<file path="config.mk">
export PLATFORM = sky130hd
export DESIGN_NAME = http_request_validator
export DESIGN_NICKNAME = d
export VERILOG_FILES = /design/src/sv/hrv_pkg.sv /design/src/sv/http_request_validator.sv
export SDC_FILE = /design/constraint.sdc
export NUM_CORES = 1
export LEC_CHECK = 0
export ABC_AREA = 1
export BUFFER_PORTS_ARGS = -buffer_cell sky130_fd_sc_hd__buf_4
export CORE_MARGIN = 1
export CORE_UTILIZATION = 34
export CTS_BUF_LIST = sky130_fd_sc_hd__clkbuf_8
export CTS_CLUSTER_DIAMETER = 40
export DETAILED_ROUTE_END_ITERATION = 6
export MAX_ROUTING_LAYER = met4
export SLEW_MARGIN = 10
export SYNTH_ARGS = -nofsm -noshare
export SYNTH_HDL_FRONTEND = slang
export SYNTH_SLANG_ARGS = --single-unit
</file>
<file path="constraint.sdc">
create_clock -name clk -period 5.15 [get_ports clk]
set_clock_uncertainty 0.15 [all_clocks]
set_input_delay 0.2575 -clock clk [delete_from_list [all_inputs] [get_ports clk]]
set_output_delay 0.2575 -clock clk [all_outputs]
set_load 0.005 [all_outputs]
</file>
<file path="src/sv/hrv_pkg.sv">
// Package with the codes and character tables of the HTTP request validator.
`timescale 1ns / 1ps

package hrv_pkg;

    typedef enum logic [2:0] {
        V_ACCEPTED        = 3'd0,
        V_BAD_REQUEST     = 3'd1,
        V_NOT_ALLOWED     = 3'd2,
        V_NOT_IMPLEMENTED = 3'd3,
        V_BAD_VERSION     = 3'd4,
        V_TOO_LARGE       = 3'd5
    } verdict_t;

    typedef enum logic [3:0] {
        M_UNKNOWN = 4'd0,
        M_GET     = 4'd1,
        M_HEAD    = 4'd2,
        M_POST    = 4'd3,
        M_PUT     = 4'd4,
        M_OPTIONS = 4'd5,
        M_DELETE  = 4'd6,
        M_TRACE   = 4'd7,
        M_CONNECT = 4'd8
    } method_t;

    typedef enum logic [3:0] {
        VP_LIT0  = 4'd0,
        VP_LIT1  = 4'd1,
        VP_LIT2  = 4'd2,
        VP_LIT3  = 4'd3,
        VP_SLASH = 4'd4,
        VP_MAJ0  = 4'd5,
        VP_MAJ   = 4'd6,
        VP_MIN0  = 4'd7,
        VP_MIN   = 4'd8,
        VP_FAIL  = 4'd9
    } vphase_t;

    localparam logic [2:0] TOK_METHOD  = 3'd1;
    localparam logic [2:0] TOK_URI     = 3'd2;
    localparam logic [2:0] TOK_VERSION = 3'd3;
    localparam logic [2:0] TOK_SAT     = 3'd4;

    localparam logic [1:0] CRLF_SAT  = 2'd3;
    localparam logic [3:0] MPOS_SAT  = 4'd15;
    localparam logic [3:0] VPOS_SAT  = 4'd9;
    localparam logic [3:0] VPOS_FULL = 4'd8;
    localparam logic [2:0] HOST_LAST = 3'd4;

    localparam logic [7:0] CH_NUL   = 8'h00;
    localparam logic [7:0] CH_CR    = 8'h0D;
    localparam logic [7:0] CH_LF    = 8'h0A;
    localparam logic [7:0] CH_SP    = 8'h20;
    localparam logic [7:0] CH_H     = "H";
    localparam logic [7:0] CH_SLASH = "/";
    localparam logic [7:0] CH_DOT   = ".";
    localparam logic [7:0] CH_ZERO  = "0";
    localparam logic [7:0] CH_NINE  = "9";

    localparam logic [15:0] LIMIT_RESET = 16'd8192;

    localparam logic [7:0] HOST_LIT [5] = '{"H", "o", "s", "t", ":"};
    localparam logic [7:0] VER_LIT  [8] = '{"H", "T", "T", "P", "/", "1", ".", "1"};

    localparam logic [3:0] METH_LEN [8] = '{4'd3, 4'd4, 4'd4, 4'd3, 4'd7, 4'd6, 4'd5, 4'd7};

    localparam logic [7:0] METH_CHARS [8][8] = '{
        '{"G", "E", "T", 8'h00, 8'h00, 8'h00, 8'h00, 8'h00},
        '{"H", "E", "A", "D", 8'h00, 8'h00, 8'h00, 8'h00},
        '{"P", "O", "S", "T", 8'h00, 8'h00, 8'h00, 8'h00},
        '{"P", "U", "T", 8'h00, 8'h00, 8'h00, 8'h00, 8'h00},
        '{"O", "P", "T", "I", "O", "N", "S", 8'h00},
        '{"D", "E", "L", "E", "T", "E", 8'h00, 8'h00},
        '{"T", "R", "A", "C", "E", 8'h00, 8'h00, 8'h00},
        '{"C", "O", "N", "N", "E", "C", "T", 8'h00}
    };

endpackage

</file>
<file path="src/sv/http_request_validator.sv">
// HTTP/1.1 request line and Host header validator, one byte per cycle when not stalled.
`timescale 1ns / 1ps

// Takes one request byte per item on the s_ side and gives one verdict item on
// the m_ side for the byte marked by s_tlast. A byte is taken every cycle
// unless the input stalls; a byte passes an input register and then one
// combinational parse step into the state and result registers. Only a verdict
// that is still held on the m_ side stalls the input, and then only when the
// next byte to be parsed is itself a last byte. A write on the cfg_ port
// changes the size limit at once.
module http_request_validator #(
    parameter int COUNT_BITS = 16
) (
    input  logic        clk,
    input  logic        rst_n,
    input  logic        cfg_wr_en,
    input  logic [15:0] cfg_wr_data,   // max_request_bytes
    input  logic        s_tvalid,
    output logic        s_tready,
    input  logic [7:0]  s_tdata,       // [7:0] data_byte
    input  logic        s_tlast,       // last_byte
    output logic        m_tvalid,
    input  logic        m_tready,
    output logic [39:0] m_tdata        // [2:0] verdict, [6:3] method_code,
                                       // [22:7] uri_offset, [38:23] uri_length
);

    localparam int EXT_W = (COUNT_BITS > 16) ? COUNT_BITS : 16;

    typedef struct packed {
        logic [COUNT_BITS-1:0] byte_count;
        logic [1:0]            crlf_count;
        logic                  prev_cr;
        logic [2:0]            token_index;
        logic                  in_token;
        logic [7:0]            cand;
        logic [3:0]            mpos;
        hrv_pkg::vphase_t      vphase;
        logic [3:0]            vpos;
        logic                  vexact;
        logic [COUNT_BITS-1:0] uri_start;
        logic [COUNT_BITS-1:0] uri_len;
        logic [2:0]            hpos;
        logic                  line_host;
        logic                  prev_line_host;
        logic                  host_ok;
        logic                  terminated;
    } parse_t;

    function automatic parse_t clear_state();
        parse_t s;
        s                = '0;
        s.cand           = 8'hFF;
        s.vphase         = hrv_pkg::VP_LIT0;
        s.vexact         = 1'b1;
        return s;
    endfunction

    function automatic logic is_digit(input logic [7:0] c);
        return (c >= hrv_pkg::CH_ZERO) && (c <= hrv_pkg::CH_NINE);
    endfunction

    function automatic parse_t method_char(input parse_t s_in, input logic [7:0] c);
        parse_t s;
        s = s_in;
        for (int i = 0; i < 8; i++) begin
            if (s.mpos >= hrv_pkg::METH_LEN[i] ||
                hrv_pkg::METH_CHARS[i][s.mpos[2:0]] != c) begin
                s.cand[i] = 1'b0;
            end
        end
        if (s.mpos != hrv_pkg::MPOS_SAT) begin
            s.mpos = s.mpos + 4'd1;
        end
        return s;
    endfunction

    function automatic parse_t version_char(input parse_t s_in, input logic [7:0] c);
        parse_t s;
        s = s_in;
        unique case (s.vphase)
            hrv_pkg::VP_LIT0:
                s.vphase = (c == hrv_pkg::VER_LIT[0]) ? hrv_pkg::VP_LIT1 : hrv_pkg::VP_FAIL;
            hrv_pkg::VP_LIT1:
                s.vphase = (c == hrv_pkg::VER_LIT[1]) ? hrv_pkg::VP_LIT2 : hrv_pkg::VP_FAIL;
            hrv_pkg::VP_LIT2:
                s.vphase = (c == hrv_pkg::VER_LIT[2]) ? hrv_pkg::VP_LIT3 : hrv_pkg::VP_FAIL;
            hrv_pkg::VP_LIT3:
                s.vphase = (c == hrv_pkg::VER_LIT[3]) ? hrv_pkg::VP_SLASH : hrv_pkg::VP_FAIL;
            hrv_pkg::VP_SLASH:
                s.vphase = (c == hrv_pkg::CH_SLASH) ? hrv_pkg::VP_MAJ0 : hrv_pkg::VP_FAIL;
            hrv_pkg::VP_MAJ0:
                s.vphase = is_digit(c) ? hrv_pkg::VP_MAJ : hrv_pkg::VP_FAIL;
            hrv_pkg::VP_MAJ:
                s.vphase = is_digit(c) ? hrv_pkg::VP_MAJ :
                           (c == hrv_pkg::CH_DOT) ? hrv_pkg::VP_MIN0 : hrv_pkg::VP_FAIL;
            hrv_pkg::VP_MIN0, hrv_pkg::VP_MIN:
                s.vphase = is_digit(c) ? hrv_pkg::VP_MIN : hrv_pkg::VP_FAIL;
            default:
                s.vphase = hrv_pkg::VP_FAIL;
        endcase
        if (s.vpos >= hrv_pkg::VPOS_FULL || c != hrv_pkg::VER_LIT[s.vpos[2:0]]) begin
            s.vexact = 1'b0;
        end
        if (s.vpos != hrv_pkg::VPOS_SAT) begin
            s.vpos = s.vpos + 4'd1;
        end
        return s;
    endfunction

    function automatic parse_t line_char(input parse_t s_in, input logic [7:0] c,
                                         input logic [COUNT_BITS-1:0] pos);
        parse_t s;
        s = s_in;
        if (c == hrv_pkg::HOST_LIT[s.hpos]) begin
            if (s.hpos == hrv_pkg::HOST_LAST) begin
                s.line_host = 1'b1;
                s.hpos      = 3'd0;
            end
            else begin
                s.hpos = s.hpos + 3'd1;
            end
        end
        else begin
            s.hpos = (c == hrv_pkg::CH_H) ? 3'd1 : 3'd0;
        end
        if (s.crlf_count == 2'd0) begin
            if (c == hrv_pkg::CH_SP) begin
                s.in_token = 1'b0;
            end
            else begin
                if (!s.in_token) begin
                    s.in_token = 1'b1;
                    if (s.token_index < hrv_pkg::TOK_SAT) begin
                        s.token_index = s.token_index + 3'd1;
                    end
                    if (s.token_index == hrv_pkg::TOK_URI) begin
                        s.uri_start = pos;
                    end
                end
                priority if (s.token_index == hrv_pkg::TOK_METHOD) begin
                    s = method_char(s, c);
                end
                else if (s.token_index == hrv_pkg::TOK_URI) begin
                    if (s.uri_len != '1) begin
                        s.uri_len = s.uri_len + COUNT_BITS'(1);
                    end
                end
                else if (s.token_index == hrv_pkg::TOK_VERSION) begin
                    s = version_char(s, c);
                end
                else begin
                    s = s;
                end
            end
        end
        return s;
    endfunction

    function automatic parse_t line_end(input parse_t s_in);
        parse_t s;
        s = s_in;
        if (s.prev_line_host) begin
            s.host_ok = 1'b1;
        end
        s.prev_line_host = (s.crlf_count != 2'd0) && s.line_host;
        s.line_host      = 1'b0;
        s.hpos           = 3'd0;
        if (s.crlf_count != hrv_pkg::CRLF_SAT) begin
            s.crlf_count = s.crlf_count + 2'd1;
        end
        return s;
    endfunction

    logic        in_valid_reg;
    logic [7:0]  in_data_reg;
    logic        in_last_reg;
    logic [15:0] limit_reg;
    parse_t      parse_reg;
    parse_t      parse_next;
    logic        out_valid_reg;
    logic [2:0]  verdict_reg;
    logic [3:0]  method_reg;
    logic [15:0] uri_offset_reg;
    logic [15:0] uri_length_reg;

    logic        advance;
    parse_t      step;
    logic        lf_done;
    logic [COUNT_BITS-1:0] pos;
    logic [3:0]  code;
    logic [2:0]  verdict;
    logic [EXT_W-1:0] total_ext;
    logic [EXT_W-1:0] uri_start_ext;
    logic [EXT_W-1:0] uri_len_ext;

    assign advance  = in_valid_reg && (!in_last_reg || !out_valid_reg || m_tready);
    assign s_tready = !in_valid_reg || advance;

    always_comb
    begin
        step    = parse_reg;
        pos     = parse_reg.byte_count;
        lf_done = 1'b0;
        if (!step.terminated) begin
            if (step.prev_cr) begin
                step.prev_cr = 1'b0;
                if (in_data_reg == hrv_pkg::CH_LF) begin
                    step    = line_end(step);
                    lf_done = 1'b1;
                end
                else begin
                    step = line_char(step, hrv_pkg::CH_CR, pos - COUNT_BITS'(1));
                end
            end
            if (!lf_done) begin
                priority if (in_data_reg == hrv_pkg::CH_NUL) begin
                    step.terminated = 1'b1;
                end
                else if (in_data_reg == hrv_pkg::CH_CR && !in_last_reg) begin
                    step.prev_cr = 1'b1;
                end
                else begin
                    // a CR on the last byte closes nothing and counts as content
                    step = line_char(step, in_data_reg, pos);
                end
            end
        end
        if (step.byte_count != '1) begin
            step.byte_count = step.byte_count + COUNT_BITS'(1);
        end

        code = hrv_pkg::M_UNKNOWN;
        for (int i = 7; i >= 0; i--) begin
            if (step.cand[i] && hrv_pkg::METH_LEN[i] == step.mpos) begin
                code = 4'(i + 1);
            end
        end

        total_ext     = EXT_W'(step.byte_count);
        uri_start_ext = EXT_W'(step.uri_start);
        uri_len_ext   = EXT_W'(step.uri_len);

        priority if (total_ext == EXT_W'(limit_reg)) begin
            verdict = hrv_pkg::V_TOO_LARGE;
        end
        else if (step.crlf_count != hrv_pkg::CRLF_SAT) begin
            verdict = hrv_pkg::V_BAD_REQUEST;
        end
        else if (step.token_index < hrv_pkg::TOK_VERSION) begin
            verdict = hrv_pkg::V_BAD_REQUEST;
        end
        else if (step.vphase != hrv_pkg::VP_MIN) begin
            verdict = hrv_pkg::V_BAD_REQUEST;
        end
        else if (!(step.vexact && step.vpos == hrv_pkg::VPOS_FULL)) begin
            verdict = hrv_pkg::V_BAD_VERSION;
        end
        else if (code == hrv_pkg::M_UNKNOWN) begin
            verdict = hrv_pkg::V_NOT_IMPLEMENTED;
        end
        else if (code != hrv_pkg::M_GET && code != hrv_pkg::M_HEAD) begin
            verdict = hrv_pkg::V_NOT_ALLOWED;
        end
        else if (!step.host_ok) begin
            verdict = hrv_pkg::V_BAD_REQUEST;
        end
        else begin
            verdict = hrv_pkg::V_ACCEPTED;
        end

        parse_next = in_last_reg ? clear_state() : step;
    end

    always_ff @(posedge clk or negedge rst_n)
    begin
        if (!rst_n) begin
            in_valid_reg  <= 1'b0;
            limit_reg     <= hrv_pkg::LIMIT_RESET;
            parse_reg     <= clear_state();
            out_valid_reg <= 1'b0;
        end
        else begin
            if (cfg_wr_en) begin
                limit_reg <= cfg_wr_data;
            end
            if (s_tready) begin
                in_valid_reg <= s_tvalid;
            end
            if (advance) begin
                parse_reg <= parse_next;
            end
            if (advance && in_last_reg) begin
                out_valid_reg <= 1'b1;
            end
            else if (m_tready) begin
                out_valid_reg <= 1'b0;
            end
        end
    end

    always_ff @(posedge clk)
    begin
        if (s_tready && s_tvalid) begin
            in_data_reg <= s_tdata;
            in_last_reg <= s_tlast;
        end
        if (advance && in_last_reg) begin
            verdict_reg    <= verdict;
            method_reg     <= code;
            uri_offset_reg <= uri_start_ext[15:0];
            uri_length_reg <= uri_len_ext[15:0];
        end
    end

    assign m_tvalid = out_valid_reg;
    assign m_tdata  = {1'b0, uri_length_reg, uri_offset_reg, method_reg, verdict_reg};

endmodule

</file>
# Word-level counts from Yosys, hierarchy flattened
# Memories as Yosys holds them, arrays and structs flattened.
# Index checks and enable logic that the tools add are counted.
[totals]
regBits = 149
latchBits = 0
ramBits = 0
rom_bits = 1280
input_bits = 30
output_inout_bits = 42
elab_cells = 392
n_memories = 20
[op_classes]
add_sub_neg = 13
multipliers = 0
div_mod_pow = 0
n_lt_le_gt_ge = 23
n_eq_ne = 66
n_shift = 0
n_mux = 184
bitwise = 7
reduce_logical = 51
[mem_list]
columns = ["name", "words", "word_bits", "read_ports", "rd_ports_with_merged_regs", "wr", "line", "text"]
rows = [
  ["(name not given)", 8, 8, 1, 0, 0, "http_request_validator.sv:102", "if (s.vpos >= hrv_pkg::VPOS_FULL || c != hrv_pkg::VER_LIT[s.vpos[2:0]]) begin"],
  ["(name not given)", 8, 8, 1, 0, 0, "http_request_validator.sv:68", "hrv_pkg::METH_CHARS[i][s.mpos[2:0]] != c) begin"],
  ["(name not given)", 8, 8, 1, 0, 0, "http_request_validator.sv:68", ""],
  ["(name not given)", 8, 8, 1, 0, 0, "http_request_validator.sv:68", ""],
  ["(name not given)", 8, 8, 1, 0, 0, "http_request_validator.sv:68", ""],
  ["(name not given)", 8, 8, 1, 0, 0, "http_request_validator.sv:68", ""],
  ["+14 memories", "-", "-", "-", "-", "-", "-", ""],
]
[op_table]
columns = ["op", "count"]
rows = [
  ["83-bit two-way mux", 14],
  ["8-bit two-way mux", 40],
  ["16-bit two-way mux", 15],
  ["60-bit two-way mux", 3],
  ["67-bit two-way mux", 2],
  ["4-bit two-way mux", 32],
  ["64-bit two-way mux", 2],
  ["48-bit two-way mux", 2],
  ["82-bit two-way mux", 1],
  ["3-bit two-way mux", 26],
  ["8-bit != test", 9],
  ["8-bit by 4-bit != test with 1-bit output (second input constant)", 8],
  ["16-bit by 1-bit adder with 16-bit output (second input constant)", 3],
  ["16-bit != test (second input constant)", 3],
  ["1-bit two-way mux", 38],
  ["4-bit by 3-bit greater-or-equal comparator with 1-bit output (second input constant)", 8],
  ["4-bit greater-or-equal comparator (second input constant)", 8],
  ["4-bit one-hot mux with 8 select lines", 1],
  ["25-bit two-way mux", 1],
  ["8-bit by 6-bit equality test with 1-bit output (second input constant)", 3],
  ["8-bit by 7-bit equality test with 1-bit output (second input constant)", 3],
  ["3-bit inverter with 4-bit output", 6],
  ["22-bit two-way mux", 1],
  ["1-bit logical OR", 21],
  ["other kinds (41)", 94],
]

# Longest topological paths before layout
# Gate-level depths: netlist of the first run.
[depth]
word_depth = 73
depth_mapped = 29
ltp_nobuf = 29

# Least setup slack after synthesis of the first run
# No wires, ideal clock.
[synth_timing]
kind = "register to register"
startpoint = "register in_data_reg[6]"
endpoint = "register verdict_reg[0], data pin"
setup_time_ps = 252
arrival_ps = 3181
required_time_ps = 4748
slack_ps = 1567
stages_incl_launch_ff = 28
path_buffers = 2
synth_period_minus_slack_ps = 3583
path_cell_list = "edfxtp_1 buf_2 nor2_2 nand2_2 nor2_1 nor2_1 buf_4 nand3_1 nand2_1 nand2_1 ha_1 inv_1 ha_1 xor2_1 nor4_1 nand3_1 nor2_1 nand2_1 nand2_1 nand2_1 a21boi_0 nand3_1 nand2_1 o21bai_1 nand2_1 nor2_1 nor2_1 nor2_1"
[synth_between]
elab_chain_cells = 44
elab_cells_between_ends = 187
classes_between = "add/sub: 4; order compare: 10; eq/ne: 42; mux: 93; bitwise: 2; reduce/logical: 27; memory: 9"
[synth_rtl]
columns = ["item", "line", "text"]
rows = [
  ["from (decl)", "http_request_validator.sv:176", "logic [7:0] in_data_reg;"],
  ["from (signal assigned)", "http_request_validator.sv:305", "in_data_reg <= s_tdata;"],
  ["8-bit by 4-bit equality test with 1-bit output", "http_request_validator.sv:208", "if (in_data_reg == hrv_pkg::CH_LF) begin"],
  ["67-bit two-way mux", "http_request_validator.sv:208", ""],
  ["67-bit two-way mux", "http_request_validator.sv:206", "if (step.prev_cr) begin"],
  ["83-bit two-way mux", "http_request_validator.sv:205", "if (!step.terminated) begin"],
  ["3-bit by 1-bit adder with 3-bit output or 3-bit < comparator (tied branches)", "http_request_validator.sv:135, http_request_validator.sv:134", ""],
  ["3-bit two-way mux", "http_request_validator.sv:134", "if (s.token_index < hrv_pkg::TOK_SAT) begin"],
  ["3-bit two-way mux", "http_request_validator.sv:132", "if (!s.in_token) begin"],
  ["3-bit two-way mux", "http_request_validator.sv:128", "if (c == hrv_pkg::CH_SP) begin"],
  ["(+21 left out)", "-", ""],
  ["3-bit by 4-bit equality test with 1-bit output", "http_request_validator.sv:235", "if (step.cand[i] && hrv_pkg::METH_LEN[i] == step.mpos) begin"],
  ["1-bit logical AND", "http_request_validator.sv:235", ""],
  ["4-bit two-way mux (8 in a row)", "http_request_validator.sv:235", ""],
  ["4-bit by 1-bit != test with 1-bit output or 4-bit by 2-bit != test with 1-bit output (tied branches)", "http_request_validator.sv:262", "else if (code != hrv_pkg::M_GET && code != hrv_pkg::M_HEAD) begin"],
  ["1-bit logical AND", "http_request_validator.sv:262", ""],
  ["2-bit two-way mux", "http_request_validator.sv:262", ""],
  ["2-bit two-way mux", "http_request_validator.sv:259", "else if (code == hrv_pkg::M_UNKNOWN) begin"],
  ["3-bit two-way mux", "http_request_validator.sv:256", "else if (!(step.vexact && step.vpos == hrv_pkg::VPOS_FULL)) begin"],
  ["to (signal assigned)", "http_request_validator.sv:309", "verdict_reg <= verdict;"],
  ["to (decl)", "http_request_validator.sv:182", "logic [2:0] verdict_reg;"],
]
# Mark *: on every way between the ends. The rest lies on a longest branch, timed or not. The select of a mux whose other input is x is not followed.
# A chain may end at the register's enable or synchronous reset.

# Worst setup path in the final report of the first run
[layout_timing]
startpoint = "register in_data_reg[5]"
endpoint = "register verdict_reg[0], data pin"
# The elaborated chain is that of the path after synthesis.

==> impl_metrics.json, run 1 <==
{
  "run_status": "finished clean",
  "ys_types": 60,
  "worst-path-buf-inv": 2,
  "route.detailed.drc": 0,
  "leakagePower_nw": 5.776,
  "clock_latency_ps": 490,
  "grt_pass1_vias": 9880,
  "grt_max_degree": 61,
  "synth.cell_area_sq_um": 10620,
  "io_buffers": 70,
  "syn_nets": 1540,
  "crit_required_ps": 5330,
  "critPathLaunchType": "register",
  "largest_reg_flops": 67,
  "ys_seq_area_share_pct": 37.50,
  "fin_crit_ps": 4520,
  "post-route-period-util_pct": 87.76,
  "ir_worst_vdd_v": 0.0001367,
  "fp-row-count": 64,
  "hold_start": "cfg_wr_en",
  "die_height_microns": 178.7,
  "cp-end-kind": "register",
  "setup_viol": 0,
  "crit_top_cell": "nor2_1",
  "synth.avg_cell_area_sq_um": 7.159,
  "clockRootBuffer": "clkbuf_8",
  "synthToLayoutAreaGrowth_pct": 16.51,
  "cp_top_family": "simple AND/OR/NAND/NOR gates",
  "async_reset_ff_share_pct": 67.79,
  "die_area_sq_um": 31940,
  "power_density_nw_per_um2": 307.2,
  "routabilityCongestion": 0.9075,
  "cts.clk_slew.worst_paths_ps": 100,
  "cts_tree": "done",
  "crit_path_top_delay_cell": "edfxtp_1",
  "synth_seq_cells": 149,
  "post_cts.repair.setup_buffers": 0,
  "final-hold-violation-count": 0,
  "routed-via-count": 10170,
  "wl_per_cell_microns": 15.40,
  "clock-sinks": 149,
  "grt.total_usage_pct": 20.68,
  "cp.depth": 26,
  "relSlewSlack_pct": 32.52,
  "path_class": "reg -> reg",
  "worst_pin_slew_ps": 1012,
  "ff2ff_setup_slack_ps": 630,
  "cp_max_fo": 25,
  "arrival_ps": 4700,
  "ant_nets": 0,
  "synth_edf_count": 48,
  "viasPerCell": 5.119,
  "antenna_found_initial": 0,
  "antennaDiodeCount": 0,
  "htreeDepth": 4,
  "timing.fmax_mhz": 221.3,
  "cts_made_buffers": 17,
  "hold_ws_ps": 25.49,
  "grt-ovfl-total": 0,
  "synth_warnings": 0,
  "synth_top_flop_cell": "dfrtp_1",
  "ios": 72,
  "hpwlAfterDp_mm": 21.78,
  "syn_inst": 1483,
  "hold_class": "in -> reg",
  "hold_end": "limit_reg[2]$_DFFE_PN0P_",
  "hold_depth": 2,
  "grt_pass1_wl_mm": 50.56,
  "start_util_pct": 34.62,
  "layout.cells.non_filler": 1986,
  "slew_viol_final": 0,
  "worstReg2RegStart": "in_data_reg[5]$_DFFE_PP_",
  "regToRegEndpoint": "verdict_reg[0]$_SDFFCE_PP1P_",
  "reg2reg_depth": 26,
  "rsz0062_at_grt": "false",
  "drive_above_1_share_pct": 11.64,
  "cts_max_path_buffers": 2,
  "cap_violations": 0,
  "dieWidth_microns": 178.7,
  "slowest_delay_ps": 590,
  "wl_mm": 30.58,
  "tns_ps": 0,
  "drt_pass1_iterations": 6,
  "fin_nets": 1634,
  "drt_iter0_markers": 1054,
  "core_sq_um": 30670,
  "dp.cells": 1913
}
worst max-delay path by stage:
| stage | startpoint | to | slack, ps |
|---|---|---|---|
| 2_1_floorplan | in_data_reg[6]$_DFFE_PP_ | verdict_reg[0]$_SDFFCE_PP1P_ | 1570 |
| 3_3_place_gp | in_data_reg[5]$_DFFE_PP_ | verdict_reg[0]$_SDFFCE_PP1P_ | 760 |
| 3_5_place_dp | in_data_reg[5]$_DFFE_PP_ | verdict_reg[0]$_SDFFCE_PP1P_ | 700 |
| 4_1_cts | in_data_reg[5]$_DFFE_PP_ | verdict_reg[0]$_SDFFCE_PP1P_ | 660 |
| 5_1_grt | in_data_reg[5]$_DFFE_PP_ | verdict_reg[0]$_SDFFCE_PP1P_ | 140 |
| 6_report | in_data_reg[5]$_DFFE_PP_ | verdict_reg[0]$_SDFFCE_PP1P_ | 630 |
Yosys cell counts, types with 3 or more instances:
| library cell | number | area [sq um] |
|---|---|---|
| buf_2 | 6 | 30.03 |
| o22ai_1 | 33 | 206.5 |
| nand4_1 | 27 | 168.9 |
| o31ai_1 | 3 | 22.52 |
| nor2_4 | 4 | 45.04 |
| a31oi_1 | 7 | 43.79 |
| nor3_1 | 32 | 160.2 |
| a21boi_1 | 4 | 30.03 |
| inv_2 | 20 | 75.07 |
| ha_1 | 27 | 337.8 |
| a22o_1 | 3 | 26.28 |
| nand3_2 | 4 | 40.04 |
| o2111ai_1 | 3 | 26.28 |
| xnor2_1 | 4 | 35.03 |
| a211o_1 | 4 | 35.03 |
| nor2_2 | 6 | 37.54 |
| o21ai_0 | 112 | 560.5 |
| dfrtp_1 | 91 | 2277 |
| edfxtp_1 | 48 | 1441 |
| o21bai_1 | 3 | 22.52 |
| xor2_1 | 56 | 490.5 |
| nand3_1 | 116 | 580.6 |
| o211ai_1 | 23 | 172.7 |
| nand3b_1 | 4 | 30.03 |
| clkinv_1 | 3 | 11.26 |
| o21ai_1 | 19 | 95.09 |
| a21oi_1 | 38 | 190.2 |
| a21boi_0 | 4 | 30.03 |
| nand2_2 | 9 | 56.30 |
| clkbuf_1 | 31 | 116.4 |
| mux2_2 | 3 | 33.78 |
| dfstp_2 | 10 | 262.8 |
| inv_1 | 193 | 724.4 |
| nor2_1 | 130 | 488.0 |
| nor4_1 | 6 | 37.54 |
| nand2_1 | 356 | 1336 |
| buf_1 | 10 | 37.54 |
report_power, final:
part	switching (W)	total, W	leakage, nW	internal, W
Clock	0.000531	0.000977	0.209	0.000446
Sequential	0.0000852	0.00144	1.80	0.00136
Combinational	0.000921	0.00138	3.77	0.000461
cells by family after synthesis:
logic type               share of synthesized area (%)
AND/OR/NAND/NOR                                  29.28
AO/OA/AOI/OAI                                    14.97
buffers and inverters                            9.617
flip-flops                                       37.50
XOR/XNOR                                         5.103
adder cells (fa/ha/maj)                          3.182
multiplexers                                    0.3182
other                                          0.03532
what timing repair did:
| action | in CTS | in global routing |
|---|---|---|
| gates resized for setup | 0 | 0 |
| hold buffers | 41 | 0 |
| hold endpoints to repair | 77 | 0 |
worst register-to-register path: cells and delay by family (launching register included):
family                     cells  cell delay (ps)
buffers and inverters          2              370
and+or+nand+nor               22             2800
DFF                            1              590
AOI/OAI and AO/OA              1              200
adders and majority gates      1              240
placed cells by master, fill, tap and decap left out, types with 9 or more instances in the layout:
| master | instances |
|---|---|
| inv_2 | 22 |
| nor3_1 | 32 |
| nor2_1 | 129 |
| o211ai_1 | 23 |
| inv_1 | 192 |
| clkbuf_8 | 17 |
| nand3_1 | 116 |
| o21ai_0 | 112 |
| o22ai_1 | 33 |
| dfrtp_1 | 91 |
| o21ai_1 | 19 |
| a21oi_1 | 38 |
| nand2_2 | 9 |
| nand4_1 | 27 |
| ha_1 | 27 |
| buf_4 | 84 |
| nand2_1 | 356 |
| edfxtp_1 | 48 |
| xor2_1 | 56 |
| dfstp_2 | 10 |
| dlygate4sd3_1 | 41 |
layout make-up:
cell class	count	area (sq um)
inverter	216	810.8
clock buffer	17	234.0
clock inverter	15	176.4
fill	3169	18300
timing repair buffer	125	1041
tap	396	495.5
multi-input combinational	1068	5630
sequential	149	3981
routing by layer:
metal	GRT usage [%]	vias to the layer above	part of all wire, %
met5	-	-	0
met4	5.932	0	1.8
met3	2.947	49	5.1
met2	32.69	326	46
met1	27.51	4714	47
li1	-	5078	-
per-stage QoR:
stage | setup slack, ps | total power (W) | utilization [%] | instance area, sq um
finish | 630.4 | 0.003799 | 40.33 | 12370
global route | 144.7 | 0.004068 | 40.33 | 12370
CTS | 656.8 | 0.003818 | 40.33 | 12370
detailed placement | 695.5 | 0.002804 | 37.66 | 11550
global placement | 759.5 | 0.002810 | 37.66 | 11550
floorplan | 1567 | 0.002414 | - | 10620
(Power assumes the default switching activity.)
==> run 2: changes to the inputs <==
Settings changed: CORE_ASPECT_RATIO set to 1.2, CTS_BUF_LIST sky130_fd_sc_hd__clkbuf_8 to sky130_fd_sc_hd__clkbuf_4 sky130_fd_sc_hd__clkbuf_8 sky130_fd_sc_hd__clkbuf_16.
==> impl_metrics.json, run 2 (synthesis gave the netlist of run 1 again) <==
{
  "cts_max_path_buffers": 2,
  "power_density_nw_per_um2": 333.0,
  "final-hold-violation-count": 0,
  "run_status": "finished clean",
  "crit_required_ps": 5200,
  "largest_reg_flops": 67,
  "grt_pass1_vias": 10200,
  "clkPwrFrac_pct": 32.2,
  "start_util_pct": 34.73,
  "ir_worst_vdd_v": 0.0001990,
  "arrival_ps": 4600,
  "met3_length_mm": 1.194,
  "power.internal_w": 0.002594,
  "io_buffers": 70,
  "hold_class": "in -> reg",
  "htreeDepth": 4,
  "post-route-period-util_pct": 88.30,
  "drive_above_1_share_pct": 11.79,
  "routed-via-count": 10260,
  "wl_per_cell_microns": 15.77,
  "hold_ws_ps": 34.34,
  "final_common_cell": "nand2_1",
  "routed-wl-met2_mm": 15.54,
  "cp_top_family": "simple AND/OR/NAND/NOR gates",
  "setup_viol": 0,
  "viasPerCell": 5.199,
  "synthToLayoutAreaGrowth_pct": 17.19,
  "p_switching_w": 0.001549,
  "worst-path-buf-inv": 3,
  "p_seq_share_pct": 34.8,
  "cap_violations": 0,
  "cts_made_buffers": 17,
  "die_height_microns": 195.6,
  "post_cts.repair.setup_buffers": 0,
  "die_area_sq_um": 31940,
  "worst_pin_slew_ps": 1097,
  "cp-end-kind": "register",
  "cts_tree": "done",
  "fin_crit_ps": 4547,
  "rsz0062_at_grt": "false",
  "wl_mm": 31.11,
  "leakagePower_nw": 5.829,
  "fin_nets": 1621,
  "slew_viol_final": 0,
  "cts.clk_slew.worst_paths_ps": 70,
  "grt_pass1_wl_mm": 51.38,
  "ios": 72,
  "relSlewSlack_pct": 26.75,
  "drt_iter0_markers": 595,
  "grt_max_degree": 69,
  "path_class": "reg -> reg",
  "grt-ovfl-total": 0,
  "hpwlAfterDp_mm": 22.26,
  "wl_met1_mm": 13.68,
  "critPathLaunchType": "register",
  "drt_pass1_iterations": 5,
  "slowest_delay_ps": 570,
  "clock_latency_ps": 440,
  "crit_top_cell": "nand2_1",
  "grt.total_usage_pct": 20.89,
  "switching_share_pct": 37.38,
  "cp_max_fo": 12,
  "clock-sinks": 149,
  "clockRootBuffer": "clkbuf_16",
  "core_sq_um": 30570,
  "timing.fmax_mhz": 219.9,
  "routabilityCongestion": 0.9058,
  "dieWidth_microns": 163.3,
  "crit_path_top_delay_cell": "edfxtp_1",
  "tns_ps": 0,
  "antennaDiodeCount": 0,
  "p_comb_share_pct": 33.0,
  "fin_util_pct": 40.70,
  "antenna_found_initial": 0,
  "fp-row-count": 70,
  "final_cell_mix": "356 x nand2_1, 191 x inv_1, 129 x nor2_1, 116 x nand3_1, 112 x o21ai_0",
  "ant_nets": 0,
  "highest_layer": "met4",
  "route.detailed.drc": 0
}
## run 2: per-layer routing
metal | up-vias | global-route usage [%]
li1 | 5078 | -
met3 | 53 | 2.570
met5 | - | -
met1 | 4850 | 24.95
met2 | 277 | 35.75
met4 | 0 | 7.442
## run 2: worst register-to-register path, stage by stage (launching register included)
cell and delay, ps:
edfxtp_1 570, nor2_1 310, nand2_2 100, nor2_1 230, nor2_1 70, buf_4 190
nand3_1 140, nand2_1 60, nand2_1 240, ha_1 320, inv_1 70, ha_1 230
inv_1 100, nand2_1 70, a21oi_1 230, nand3_1 110, nor2_1 130, nand2_1 90
nand2_1 60, nand2_1 40, a21boi_0 280, nand3_1 140, nand2_1 90, o21bai_1 70
nand2_1 60, nor2_1 40, nor2_1 80, nor2_1 50
## run 2: final cells by class
class,instances,area [sq um]
clock buffers,19,440.4
clock inverters,13,172.7
fillers,3092,18120
inverters,216,810.8
multi-input cells,1068,5630
flip-flops and latches,149,3981
well taps,396,495.5
repair buffers,112,910.9
## run 2: timing repair
item	CTS	global route
hold buffers	28	0
hold endpoints to repair	85	0
gates resized for setup	0	0
## run 2: per-stage QoR
| stage | setup slack (ps) | power (W) | instance area, sq um | cells |
|---|---|---|---|---|
| CTS | 662.8 | 0.004169 | 12440 | 1973 |
| global placement | 719.6 | 0.002801 | 11550 | 1913 |
| global route | 219.8 | 0.004402 | 12440 | 1973 |
| detailed placement | 684.2 | 0.002806 | 11550 | 1913 |
| floorplan | 1567 | 0.002414 | 10620 | 1483 |
| finish | 602.7 | 0.004143 | 12440 | 1973 |
## run 2: path summary, 6_finish.rpt
kind	from	end	slack (ps)	cells after the start
setup / recovery	in_data_reg[5]$_DFFE_PP_	verdict_reg[0]$_SDFFCE_PP1P_	600	27
hold / removal	cfg_wr_en	limit_reg[13]$_DFFE_PN1P_	30	3
setup reg to reg	in_data_reg[5]$_DFFE_PP_	verdict_reg[0]$_SDFFCE_PP1P_	600	27
hold reg to reg	parse_reg[56]$_DFFE_PN1P_	parse_reg[56]$_DFFE_PN1P_	350	2
max in group asynchronous	rst_n	limit_reg[13]$_DFFE_PN1P_	3470	3
min in group asynchronous	rst_n	parse_reg[26]$_DFFE_PN0P_	360	2
## run 2: power by group through the flow
stage	Sequential [W]	Combinational [W]	Clock (W)
floorplan	0.00144	0.000978	0
global placement	0.00146	0.00134	0
detailed placement	0.00146	0.00134	0
CTS	0.00144	0.00137	0.00136
global route	0.00146	0.00155	0.00140
finish	0.00144	0.00137	0.00133
